<file path="src/rtl/core/dsu_pkg.sv">
// ----------------------------------------------------------------------------
// dsu_pkg
// Shared widths, defaults and types of the deduplicating ascending sorter.
// ----------------------------------------------------------------------------
package dsu_pkg;

  localparam int VAL_W               = 10;  // width of the value fields
  localparam int CNT_W               = 7;   // width of the count field
  localparam int STORE_DEPTH_DEFAULT = 64;
  localparam int VALUE_BITS_DEFAULT  = 10;

  // Result of the shared comparator: operand a against operand b.
  typedef struct packed {
    logic lt;
    logic eq;
  } cmp_res_t;

endpackage

</file>
<file path="src/rtl/core/dsu_if.sv">
// ----------------------------------------------------------------------------
// dsu_in_if / dsu_out_if
// Valid/ready channels carrying the input values and the sorted results.
// ----------------------------------------------------------------------------
interface dsu_in_if import dsu_pkg::*; ();
  logic             valid;
  logic             ready;
  logic [VAL_W-1:0] value;
  logic             final_item;

  modport source (output valid, output value, output final_item, input ready);
  modport sink   (input valid, input value, input final_item, output ready);
endinterface

interface dsu_out_if import dsu_pkg::*; ();
  logic             valid;
  logic             ready;
  logic [VAL_W-1:0] sorted_value;
  logic [CNT_W-1:0] unique_count;
  logic             is_last;
  logic             set_empty;
  logic             overflowed;

  modport source (output valid, output sorted_value, output unique_count,
                  output is_last, output set_empty, output overflowed, input ready);
  modport sink   (input valid, input sorted_value, input unique_count,
                  input is_last, input set_empty, input overflowed, output ready);
endinterface

</file>
<file path="src/rtl/core/dsu_cmp.sv">
// ----------------------------------------------------------------------------
// dsu_cmp
// Shared magnitude comparator used for both the duplicate check and the
// search for the insertion point.
// ----------------------------------------------------------------------------
module dsu_cmp import dsu_pkg::*; #(
  parameter int W = VALUE_BITS_DEFAULT
) (
  input  logic [W-1:0] a,
  input  logic [W-1:0] b,
  output cmp_res_t     res
);

  assign res.lt = (a < b);
  assign res.eq = (a == b);

endmodule

</file>
<file path="src/rtl/core/dsu_store.sv">
// ----------------------------------------------------------------------------
// dsu_store
// Single-write, single-read value store with a registered read port.
// ----------------------------------------------------------------------------
module dsu_store import dsu_pkg::*; #(
  parameter int DEPTH = STORE_DEPTH_DEFAULT,
  parameter int W     = VALUE_BITS_DEFAULT,
  localparam int AW   = (DEPTH > 1) ? $clog2(DEPTH) : 1
) (
  input  logic          clk,
  input  logic          we,
  input  logic [AW-1:0] waddr,
  input  logic [W-1:0]  wdata,
  input  logic [AW-1:0] raddr,
  output logic [W-1:0]  rdata
);

  logic [W-1:0] mem [DEPTH];

  always_ff @(posedge clk) begin
    if (we) begin
      mem[waddr] <= wdata;
    end
  end

  always_ff @(posedge clk) begin
    rdata <= mem[raddr];
  end

endmodule

</file>
<file path="src/rtl/core/dedup_sort_unique_values.sv">
// ----------------------------------------------------------------------------
// dedup_sort_unique_values
// Collects a set of values, drops duplicates and zeros, and returns the
// distinct values in ascending order once the final item has arrived.
//
// in_chan carries one value per request with final_item on the last one of
// the set. out_chan returns one result per distinct value, ascending, each
// with the distinct count and the overflow flag; is_last marks the final
// one. An empty set gives a single result with set_empty high.
// Values are held sorted in a store with one write and one read port; one
// comparator walks the held list under a small sequencer, so the block
// takes one request at a time and holds in_chan.ready low while it works.
// A zero value is dropped. A nonzero value is compared with the held
// entries; unless it is a duplicate or the store is full, the entries from
// its insertion point upwards are shifted up one place and it is written
// in. Each result is read from the store into the output register and held
// there until taken. After the last result the store is empty again.
// Synchronous reset empties the store and drops any pending result.
// ----------------------------------------------------------------------------
module dedup_sort_unique_values import dsu_pkg::*; #(
  parameter int STORE_DEPTH = STORE_DEPTH_DEFAULT,
  parameter int VALUE_BITS  = VALUE_BITS_DEFAULT
) (
  input  logic      clk,
  input  logic      rst_n,
  dsu_in_if.sink    in_chan,
  dsu_out_if.source out_chan
);

  // Only the low bits that fit both the value width and the port are kept.
  localparam int SW = (VALUE_BITS < VAL_W) ? VALUE_BITS : VAL_W;
  localparam int AW = (STORE_DEPTH > 1) ? $clog2(STORE_DEPTH) : 1;
  localparam int CW = $clog2(STORE_DEPTH + 1);

  typedef enum logic [9:0] {
    ST_IDLE     = 10'b00_0000_0001,
    ST_SCAN_RD  = 10'b00_0000_0010,
    ST_SCAN_CMP = 10'b00_0000_0100,
    ST_SH_RD    = 10'b00_0000_1000,
    ST_SH_WR    = 10'b00_0001_0000,
    ST_INS      = 10'b00_0010_0000,
    ST_FINISH   = 10'b00_0100_0000,
    ST_EM_RD    = 10'b00_1000_0000,
    ST_EM_LD    = 10'b01_0000_0000,
    ST_EM_WAIT  = 10'b10_0000_0000
  } state_t;

  state_t        state_r, state_nxt;
  logic [CW-1:0] count_r, count_nxt;
  logic [CW-1:0] idx_r, idx_nxt;
  logic [CW-1:0] sh_r, sh_nxt;
  logic          ovf_r, ovf_nxt;
  logic          fin_r, fin_nxt;
  logic [SW-1:0] v_r, v_nxt;
  logic          out_valid_r, out_valid_nxt;

  logic [SW-1:0] o_val_r, o_val_nxt;
  logic [CW-1:0] o_cnt_r, o_cnt_nxt;
  logic          o_last_r, o_last_nxt;
  logic          o_empty_r, o_empty_nxt;
  logic          o_ovf_r, o_ovf_nxt;

  logic          st_we;
  logic [AW-1:0] st_waddr;
  logic [SW-1:0] st_wdata;
  logic [AW-1:0] st_raddr;
  logic [SW-1:0] st_rdata;
  cmp_res_t      cmp;
  logic [CW-1:0] sh_dec;

  dsu_store #(.DEPTH(STORE_DEPTH), .W(SW)) u_store (
    .clk   (clk),
    .we    (st_we),
    .waddr (st_waddr),
    .wdata (st_wdata),
    .raddr (st_raddr),
    .rdata (st_rdata)
  );

  dsu_cmp #(.W(SW)) u_cmp (
    .a   (v_r),
    .b   (st_rdata),
    .res (cmp)
  );

  assign sh_dec = sh_r - CW'(1);

  assign in_chan.ready         = (state_r == ST_IDLE);
  assign out_chan.valid        = out_valid_r;
  assign out_chan.sorted_value = VAL_W'(o_val_r);
  assign out_chan.unique_count = CNT_W'(o_cnt_r);
  assign out_chan.is_last      = o_last_r;
  assign out_chan.set_empty    = o_empty_r;
  assign out_chan.overflowed   = o_ovf_r;

  always_comb begin
    state_nxt     = state_r;
    count_nxt     = count_r;
    idx_nxt       = idx_r;
    sh_nxt        = sh_r;
    ovf_nxt       = ovf_r;
    fin_nxt       = fin_r;
    v_nxt         = v_r;
    out_valid_nxt = out_valid_r;
    o_val_nxt     = o_val_r;
    o_cnt_nxt     = o_cnt_r;
    o_last_nxt    = o_last_r;
    o_empty_nxt   = o_empty_r;
    o_ovf_nxt     = o_ovf_r;
    st_we         = 1'b0;
    st_waddr      = idx_r[AW-1:0];
    st_wdata      = v_r;
    st_raddr      = idx_r[AW-1:0];

    unique case (state_r)
      ST_IDLE: begin
        if (in_chan.valid) begin
          v_nxt   = in_chan.value[SW-1:0];
          fin_nxt = in_chan.final_item;
          idx_nxt = '0;
          if (in_chan.value[SW-1:0] == '0) begin
            state_nxt = ST_FINISH;
          end else begin
            state_nxt = ST_SCAN_RD;
          end
        end
      end
      ST_SCAN_RD: begin
        if (idx_r == count_r) begin
          // Larger than everything held: append, unless the store is full.
          if (count_r == CW'(STORE_DEPTH)) begin
            ovf_nxt   = 1'b1;
            state_nxt = ST_FINISH;
          end else begin
            sh_nxt    = count_r;
            state_nxt = ST_SH_RD;
          end
        end else begin
          state_nxt = ST_SCAN_CMP;
        end
      end
      ST_SCAN_CMP: begin
        priority if (cmp.eq) begin
          state_nxt = ST_FINISH;
        end else if (cmp.lt) begin
          if (count_r == CW'(STORE_DEPTH)) begin
            ovf_nxt   = 1'b1;
            state_nxt = ST_FINISH;
          end else begin
            sh_nxt    = count_r;
            state_nxt = ST_SH_RD;
          end
        end else begin
          idx_nxt   = idx_r + CW'(1);
          state_nxt = ST_SCAN_RD;
        end
      end
      ST_SH_RD: begin
        // Entries from the insertion point upwards move one place up.
        st_raddr = sh_dec[AW-1:0];
        if (sh_r == idx_r) begin
          state_nxt = ST_INS;
        end else begin
          state_nxt = ST_SH_WR;
        end
      end
      ST_SH_WR: begin
        st_we     = 1'b1;
        st_waddr  = sh_r[AW-1:0];
        st_wdata  = st_rdata;
        sh_nxt    = sh_dec;
        state_nxt = ST_SH_RD;
      end
      ST_INS: begin
        st_we     = 1'b1;
        count_nxt = count_r + CW'(1);
        state_nxt = ST_FINISH;
      end
      ST_FINISH: begin
        idx_nxt = '0;
        if (!fin_r) begin
          state_nxt = ST_IDLE;
        end else if (count_r == '0) begin
          o_val_nxt     = '0;
          o_cnt_nxt     = '0;
          o_last_nxt    = 1'b1;
          o_empty_nxt   = 1'b1;
          o_ovf_nxt     = ovf_r;
          out_valid_nxt = 1'b1;
          state_nxt     = ST_EM_WAIT;
        end else begin
          state_nxt = ST_EM_RD;
        end
      end
      ST_EM_RD: begin
        state_nxt = ST_EM_LD;
      end
      ST_EM_LD: begin
        o_val_nxt     = st_rdata;
        o_cnt_nxt     = count_r;
        o_last_nxt    = ((idx_r + CW'(1)) == count_r);
        o_empty_nxt   = 1'b0;
        o_ovf_nxt     = ovf_r;
        out_valid_nxt = 1'b1;
        state_nxt     = ST_EM_WAIT;
      end
      ST_EM_WAIT: begin
        if (out_chan.ready) begin
          out_valid_nxt = 1'b0;
          if (o_last_r) begin
            count_nxt = '0;
            ovf_nxt   = 1'b0;
            state_nxt = ST_IDLE;
          end else begin
            idx_nxt   = idx_r + CW'(1);
            state_nxt = ST_EM_RD;
          end
        end
      end
      default: begin
        state_nxt = ST_IDLE;
      end
    endcase
  end

  always_ff @(posedge clk) begin
    if (!rst_n) begin
      state_r     <= ST_IDLE;
      count_r     <= '0;
      idx_r       <= '0;
      sh_r        <= '0;
      ovf_r       <= 1'b0;
      fin_r       <= 1'b0;
      out_valid_r <= 1'b0;
    end else begin
      state_r     <= state_nxt;
      count_r     <= count_nxt;
      idx_r       <= idx_nxt;
      sh_r        <= sh_nxt;
      ovf_r       <= ovf_nxt;
      fin_r       <= fin_nxt;
      out_valid_r <= out_valid_nxt;
    end
  end

  always_ff @(posedge clk) begin
    v_r       <= v_nxt;
    o_val_r   <= o_val_nxt;
    o_cnt_r   <= o_cnt_nxt;
    o_last_r  <= o_last_nxt;
    o_empty_r <= o_empty_nxt;
    o_ovf_r   <= o_ovf_nxt;
  end

endmodule
</file>
<file path="src/flat_wrapper.sv">
// flat-port wrapper written by rule: the top's interface ports become plain ports
module dedup_sort_unique_values_flat import dsu_pkg::*;
#(
  parameter int STORE_DEPTH = STORE_DEPTH_DEFAULT,
  parameter int VALUE_BITS  = VALUE_BITS_DEFAULT
)
  (clk, rst_n, in_chan_valid, in_chan_value, in_chan_final_item, in_chan_ready, out_chan_valid, out_chan_sorted_value, out_chan_unique_count, out_chan_is_last, out_chan_set_empty, out_chan_overflowed, out_chan_ready);
  dsu_in_if in_chan_i ();
  dsu_out_if out_chan_i ();
  input  logic clk;
  input  logic rst_n;
  input wire logic [$bits(in_chan_i.valid)-1:0] in_chan_valid;
  input wire logic [$bits(in_chan_i.value)-1:0] in_chan_value;
  input wire logic [$bits(in_chan_i.final_item)-1:0] in_chan_final_item;
  output wire logic [$bits(in_chan_i.ready)-1:0] in_chan_ready;
  output wire logic [$bits(out_chan_i.valid)-1:0] out_chan_valid;
  output wire logic [$bits(out_chan_i.sorted_value)-1:0] out_chan_sorted_value;
  output wire logic [$bits(out_chan_i.unique_count)-1:0] out_chan_unique_count;
  output wire logic [$bits(out_chan_i.is_last)-1:0] out_chan_is_last;
  output wire logic [$bits(out_chan_i.set_empty)-1:0] out_chan_set_empty;
  output wire logic [$bits(out_chan_i.overflowed)-1:0] out_chan_overflowed;
  input wire logic [$bits(out_chan_i.ready)-1:0] out_chan_ready;
  assign in_chan_i.valid = in_chan_valid;
  assign in_chan_i.value = in_chan_value;
  assign in_chan_i.final_item = in_chan_final_item;
  assign in_chan_ready = in_chan_i.ready;
  assign out_chan_valid = out_chan_i.valid;
  assign out_chan_sorted_value = out_chan_i.sorted_value;
  assign out_chan_unique_count = out_chan_i.unique_count;
  assign out_chan_is_last = out_chan_i.is_last;
  assign out_chan_set_empty = out_chan_i.set_empty;
  assign out_chan_overflowed = out_chan_i.overflowed;
  assign out_chan_i.ready = out_chan_ready;
  dedup_sort_unique_values #(.STORE_DEPTH(STORE_DEPTH), .VALUE_BITS(VALUE_BITS)) u_core (.clk(clk), .rst_n(rst_n), .in_chan(in_chan_i), .out_chan(out_chan_i));
endmodule
</file>
<file path="config.mk">
export PLATFORM = sky130hd
export DESIGN_NAME = dedup_sort_unique_values_flat
export DESIGN_NICKNAME = d
export VERILOG_FILES = /design/src/rtl/core/dsu_pkg.sv /design/src/rtl/core/dsu_if.sv /design/src/rtl/core/dsu_cmp.sv /design/src/rtl/core/dsu_store.sv /design/src/rtl/core/dedup_sort_unique_values.sv /design/src/flat_wrapper.sv
export SDC_FILE = /design/constraint.sdc
export NUM_CORES = 1
export LEC_CHECK = 0
export ABC_AREA = 1
export BUFFER_PORTS_ARGS = -buffer_cell sky130_fd_sc_hd__buf_2
export CAP_MARGIN = 30
export CORE_MARGIN = 2
export CORE_UTILIZATION = 50
export CTS_CLUSTER_DIAMETER = 150
export DETAILED_ROUTE_END_ITERATION = 8
export PLACE_DENSITY_LB_ADDON = 0.08
export SYNTH_ARGS = -nofsm -noshare
export SYNTH_HDL_FRONTEND = slang
export SYNTH_SLANG_ARGS = --single-unit
export TNS_END_PERCENT = 1
</file>
<file path="constraint.sdc">
create_clock -name clk -period 7.8 [get_ports clk]
set_input_delay 1.56 -clock clk [delete_from_list [all_inputs] [get_ports clk]]
set_output_delay 1.56 -clock clk [all_outputs]
set_load 0.02 [all_outputs]
</file>
==> out/results.md <==
| Parameter | This run |
|:---|:---|
| Total setup buffers inserted after CTS | 0 |
| DRC violation count after routing | 0 |
| Worst min-delay path category | flip-flop to flip-flop |
| Data required, critical path | 8.31 ns |
| Area of the die | 66690 um2 |
| Final standard cell area without fillers | 36180 um2 |
| Synthesized area | 32320 um2 |
| Cell count of the worst hold path | 0 |
| Crit path max fanout | 142 |
| Antenna violations before repair | 1 |
| Total congestion overflow | 0 |
| Largest net degree at the start of global routing | 143 |
| Worst slack at placement | 3.483 ns |
| Depth of the most critical reg-to-reg path | 17 |
| Power density of the placed cells | 350.4 nW/um2 |
| Proportion of synthesized flip-flops having asynchronous set or reset | 0% |
| Total chip power | 12.68 mW |
| Post-layout nets | 3291 |
| Row count | 93 |
| Routed wire per std cell | 20.72 um |
| Core Box Area | 64230 um2 |
| Die Y-Extent | 258.3 um |
| Starting Density | 50.32% |
| Vias per cell | 5.405 |
| Kind of start point of the critical path | flip-flop |
| Unrepaired setup endpoints after global routing | false |
| Cell variety after synth | 46 |
| Mean instance size in the synthesized netlist | 10.00 um2 |
| Min Tclk post-route | 4.500 ns |
| Worst path cell trace | nor2_4 -> nand2_2 -> nor2_4 -> nand2_2 -> nand2_2 -> buf_4 -> nand2_8 -> buf_12 -> buf_4 -> nand2_1 -> nand2_1 -> nand2_1 -> nand3_1 -> nand3_1 -> nand3_1 -> nand3_1 -> nand2_1 |
| Final count of negative-setup-slack endpoints | 0 |
| Data arrival time of the worst path | 5.01 ns |
| Number of clock sinks | 714 |
| Met2 Resource Use GR | 40.28% |
| Top FF cell, synth | sky130_fd_sc_hd__edfxtp_1 |
| CTS clk-pin slew, worst paths | 0.06 ns |
| Setup slack of the critical path after layout | 3.300 ns |
| Synthesized instance count | 3232 |
| Headroom to the max-slew limit | 31.26% |
| Met3 usage | 3.971% |
| Count of H-tree levels built during CTS | 3 |
| Drt first-iter violations | 2427 |
| Number of buffers created by CTS | 79 |
| Period utilisation layout | 57.69% |
| Number of max-cap violations | 0 |
| I/O Pins | 37 |
| Root Buffer | sky130_fd_sc_hd__clkbuf_16 |
| Static leakage power | 15.13 nW |
| Maximum frequency from static timing analysis | 0.2222 GHz |
| Worst-skew pair later-pin latency | 0.63 ns |
| Via Count | 22580 |
| HPWL after detailed placement | 50460 um |
| Count of port buffers added during placement | 36 |
| Synth Warn # | 0 |
| Wire length of the first global-routing pass | 131200 um |
| Least-Margin Pin Slew | 1.030 ns |
| Setup Skew | 0.02711 ns |
| Flops & latches, synth | 714 |
| Number of nets still failing antenna checks after routing | 0 |
| DP Area | 33560 um2 |
| Sequential area share after synthesis | 64.97% |
| Count of flip-flops with a built-in enable after synthesis | 670 |
| Area Overhead vs Synth | 11.94% |
| Total of hold buffers inserted after clock tree synthesis | 0 |
| Share of cells above drive strength 1 | 8.095% |
| # resized after CTS | 0 |
| Final RePlAce weighted congestion | 0.8883 |
| Post-Route Setup TNS | 0 ns |
| Status | finished, final reports clean |
| Via count of the first global-routing pass | 21390 |
| Net count after synthesis | 3261 |
| Number of buffers on the longest clock path | 3 |
| Final number of hold-violating endpoints | 0 |
| Most Used Layer, Global Route | met2 |
| Pins Over Slew Limit | 0 |
| GRT Resource Usage Total | 26.03% |
| Critical path capture point type | flip-flop |
| DR pass1 iterations | 6 |
| Diodes inserted | 0 |
| Max VDD drop | 0.2115 mV |
| DIE WIDTH | 258.3 um |
| Slowest Stage Delay on Critical Path | 0.63 ns |
| Met1 Use GR | 37.16% |
| Crit-path slowest cell | sky130_fd_sc_hd__buf_4 |
| Total Routed Length | 86550 um |
| Startpoint-to-endpoint class of the critical path | flip-flop to flip-flop |
| CTS tree | yes |
[cell type report]
cell class,count,area [um2]
tap,855,1070
clock inverter,33,379.1
fill,5601,28050
inverter,644,2417
timing repair buffer,101,809.5
clock buffer,109,2216
multi-input combinational,1722,8289
sequential,714,21000
[stage by stage]
step                utilization [%]  hold slack (ns)  std cells
finish                        56.33           0.4360       4178
global route                  56.33           0.4558       4178
CTS                           56.28           0.4388       4174
detailed placement            52.24           0.4268       4032
global placement              51.65           0.4236       3997
floorplan                         -           0.4082       3232
[report_power, final]
group / leakage [nW] / total [mW] / internal [mW] / switching, mW
logic: 7.48 / 4.35 / 1.11 / 3.24
clock network: 1.27 / 3.76 / 2.25 / 1.51
registers: 6.39 / 4.56 / 4.47 / 0.0891
total: 15.1 / 12.7 / 7.83 / 4.84
[path summary, 6_finish.rpt]
| check | startpoint | end | slack (ns) |
|---|---|---|---|
| max | u_core.state_r[9] | u_core.u_store.rdata[2] | 3.30 |
| min | u_core.ovf_r | u_core.out_chan.overflowed | 0.44 |
| min reg2reg | u_core.ovf_r | u_core.out_chan.overflowed | 0.44 |
| max reg2reg | u_core.state_r[9] | u_core.u_store.rdata[2] | 3.30 |
[cell families (layout without fill, tap and decap cells)]
| kind of cell | after synthesis | count (layout) | synth area share, % |
|---|---|---|---|
| buf+inv | 796 | 887 | 9.906 |
| flops | 714 | 714 | 64.97 |
| fa+ha+maj | 14 | 14 | 0.5419 |
| xor+xnor | 30 | 30 | 0.8129 |
| simple gates | 1600 | 1600 | 22.33 |
| compound gates | 78 | 78 | 1.436 |
[per-layer routing]
layer	vias to the layer above	part of all wire (%)
li1	10610	-
met1	10870	43
met2	937	45
met3	173	7.2
met4	0	4.0
met5	-	0
[layout by cell type (no fill, tap or decap), drive strengths merged]
master and instances:
a31oi 1, o31ai 1, nand2 712, dfxtp 44
clkinvlp 1, a211o 1, nand4 11, xor2 21
clkbuf 109, nand3b 42, edfxtp 670, nor3b 1
o211ai 1, and2 1, o21a 3, o21ai 38
or3 1, bufinv 8, or2 2, nor4 4
inv 645, ha 14, clkinv 23, buf 101
nor2 146, xnor2 9, a211oi 6, nand3 653
a21oi 27, nor3 27
[synth_stat cells (4+ instances only)]
master / n / area [um2]
sky130_fd_sc_hd__a21oi_1: 26 / 130.1
sky130_fd_sc_hd__buf_1: 9 / 33.78
sky130_fd_sc_hd__buf_2: 63 / 315.3
sky130_fd_sc_hd__buf_4: 6 / 45.04
sky130_fd_sc_hd__buf_6: 15 / 168.9
sky130_fd_sc_hd__clkbuf_1: 59 / 221.5
sky130_fd_sc_hd__dfxtp_1: 44 / 880.8
sky130_fd_sc_hd__edfxtp_1: 670 / 20120
sky130_fd_sc_hd__ha_1: 14 / 175.2
sky130_fd_sc_hd__inv_1: 637 / 2391
sky130_fd_sc_hd__inv_2: 6 / 22.52
sky130_fd_sc_hd__nand2_1: 705 / 2646
sky130_fd_sc_hd__nand2_2: 6 / 37.54
sky130_fd_sc_hd__nand3_1: 649 / 3248
sky130_fd_sc_hd__nand3b_1: 42 / 315.3
sky130_fd_sc_hd__nand4_1: 10 / 62.56
sky130_fd_sc_hd__nor2_1: 133 / 499.2
sky130_fd_sc_hd__nor2_2: 5 / 31.28
sky130_fd_sc_hd__nor2_4: 7 / 78.83
sky130_fd_sc_hd__nor3_1: 24 / 120.1
sky130_fd_sc_hd__nor4_1: 4 / 25.02
sky130_fd_sc_hd__o21ai_0: 26 / 130.1
sky130_fd_sc_hd__o21ai_1: 8 / 40.04
sky130_fd_sc_hd__xnor2_1: 9 / 78.83
sky130_fd_sc_hd__xor2_1: 21 / 183.9
[state kept, by name (all words and copies together), names as in the netlist]
signal,count
u_core.state_r,10
u_core.out_chan.set_empty,1
u_core.out_chan.overflowed,1
u_core.count_r,7
u_core.idx_r,7
u_core.out_chan.valid,1
u_core.out_chan.unique_count,7
u_core.out_chan.is_last,1
u_core.u_store.mem,640
u_core.fin_r,1
u_core.v_r,10
u_core.u_store.rdata,10
u_core.out_chan.sorted_value,10
u_core.sh_r,7
u_core.ovf_r,1
[critical path, delay by kind of cell, from the launching register on]
| family | cells | cell delay [ns] |
|---|---|---|
| flip-flops | 1 | 0.36 |
| AND/OR/NAND/NOR | 14 | 2.00 |
| buffers and inverters | 3 | 1.60 |
Note: power is estimated with default switching activity, not from simulation.
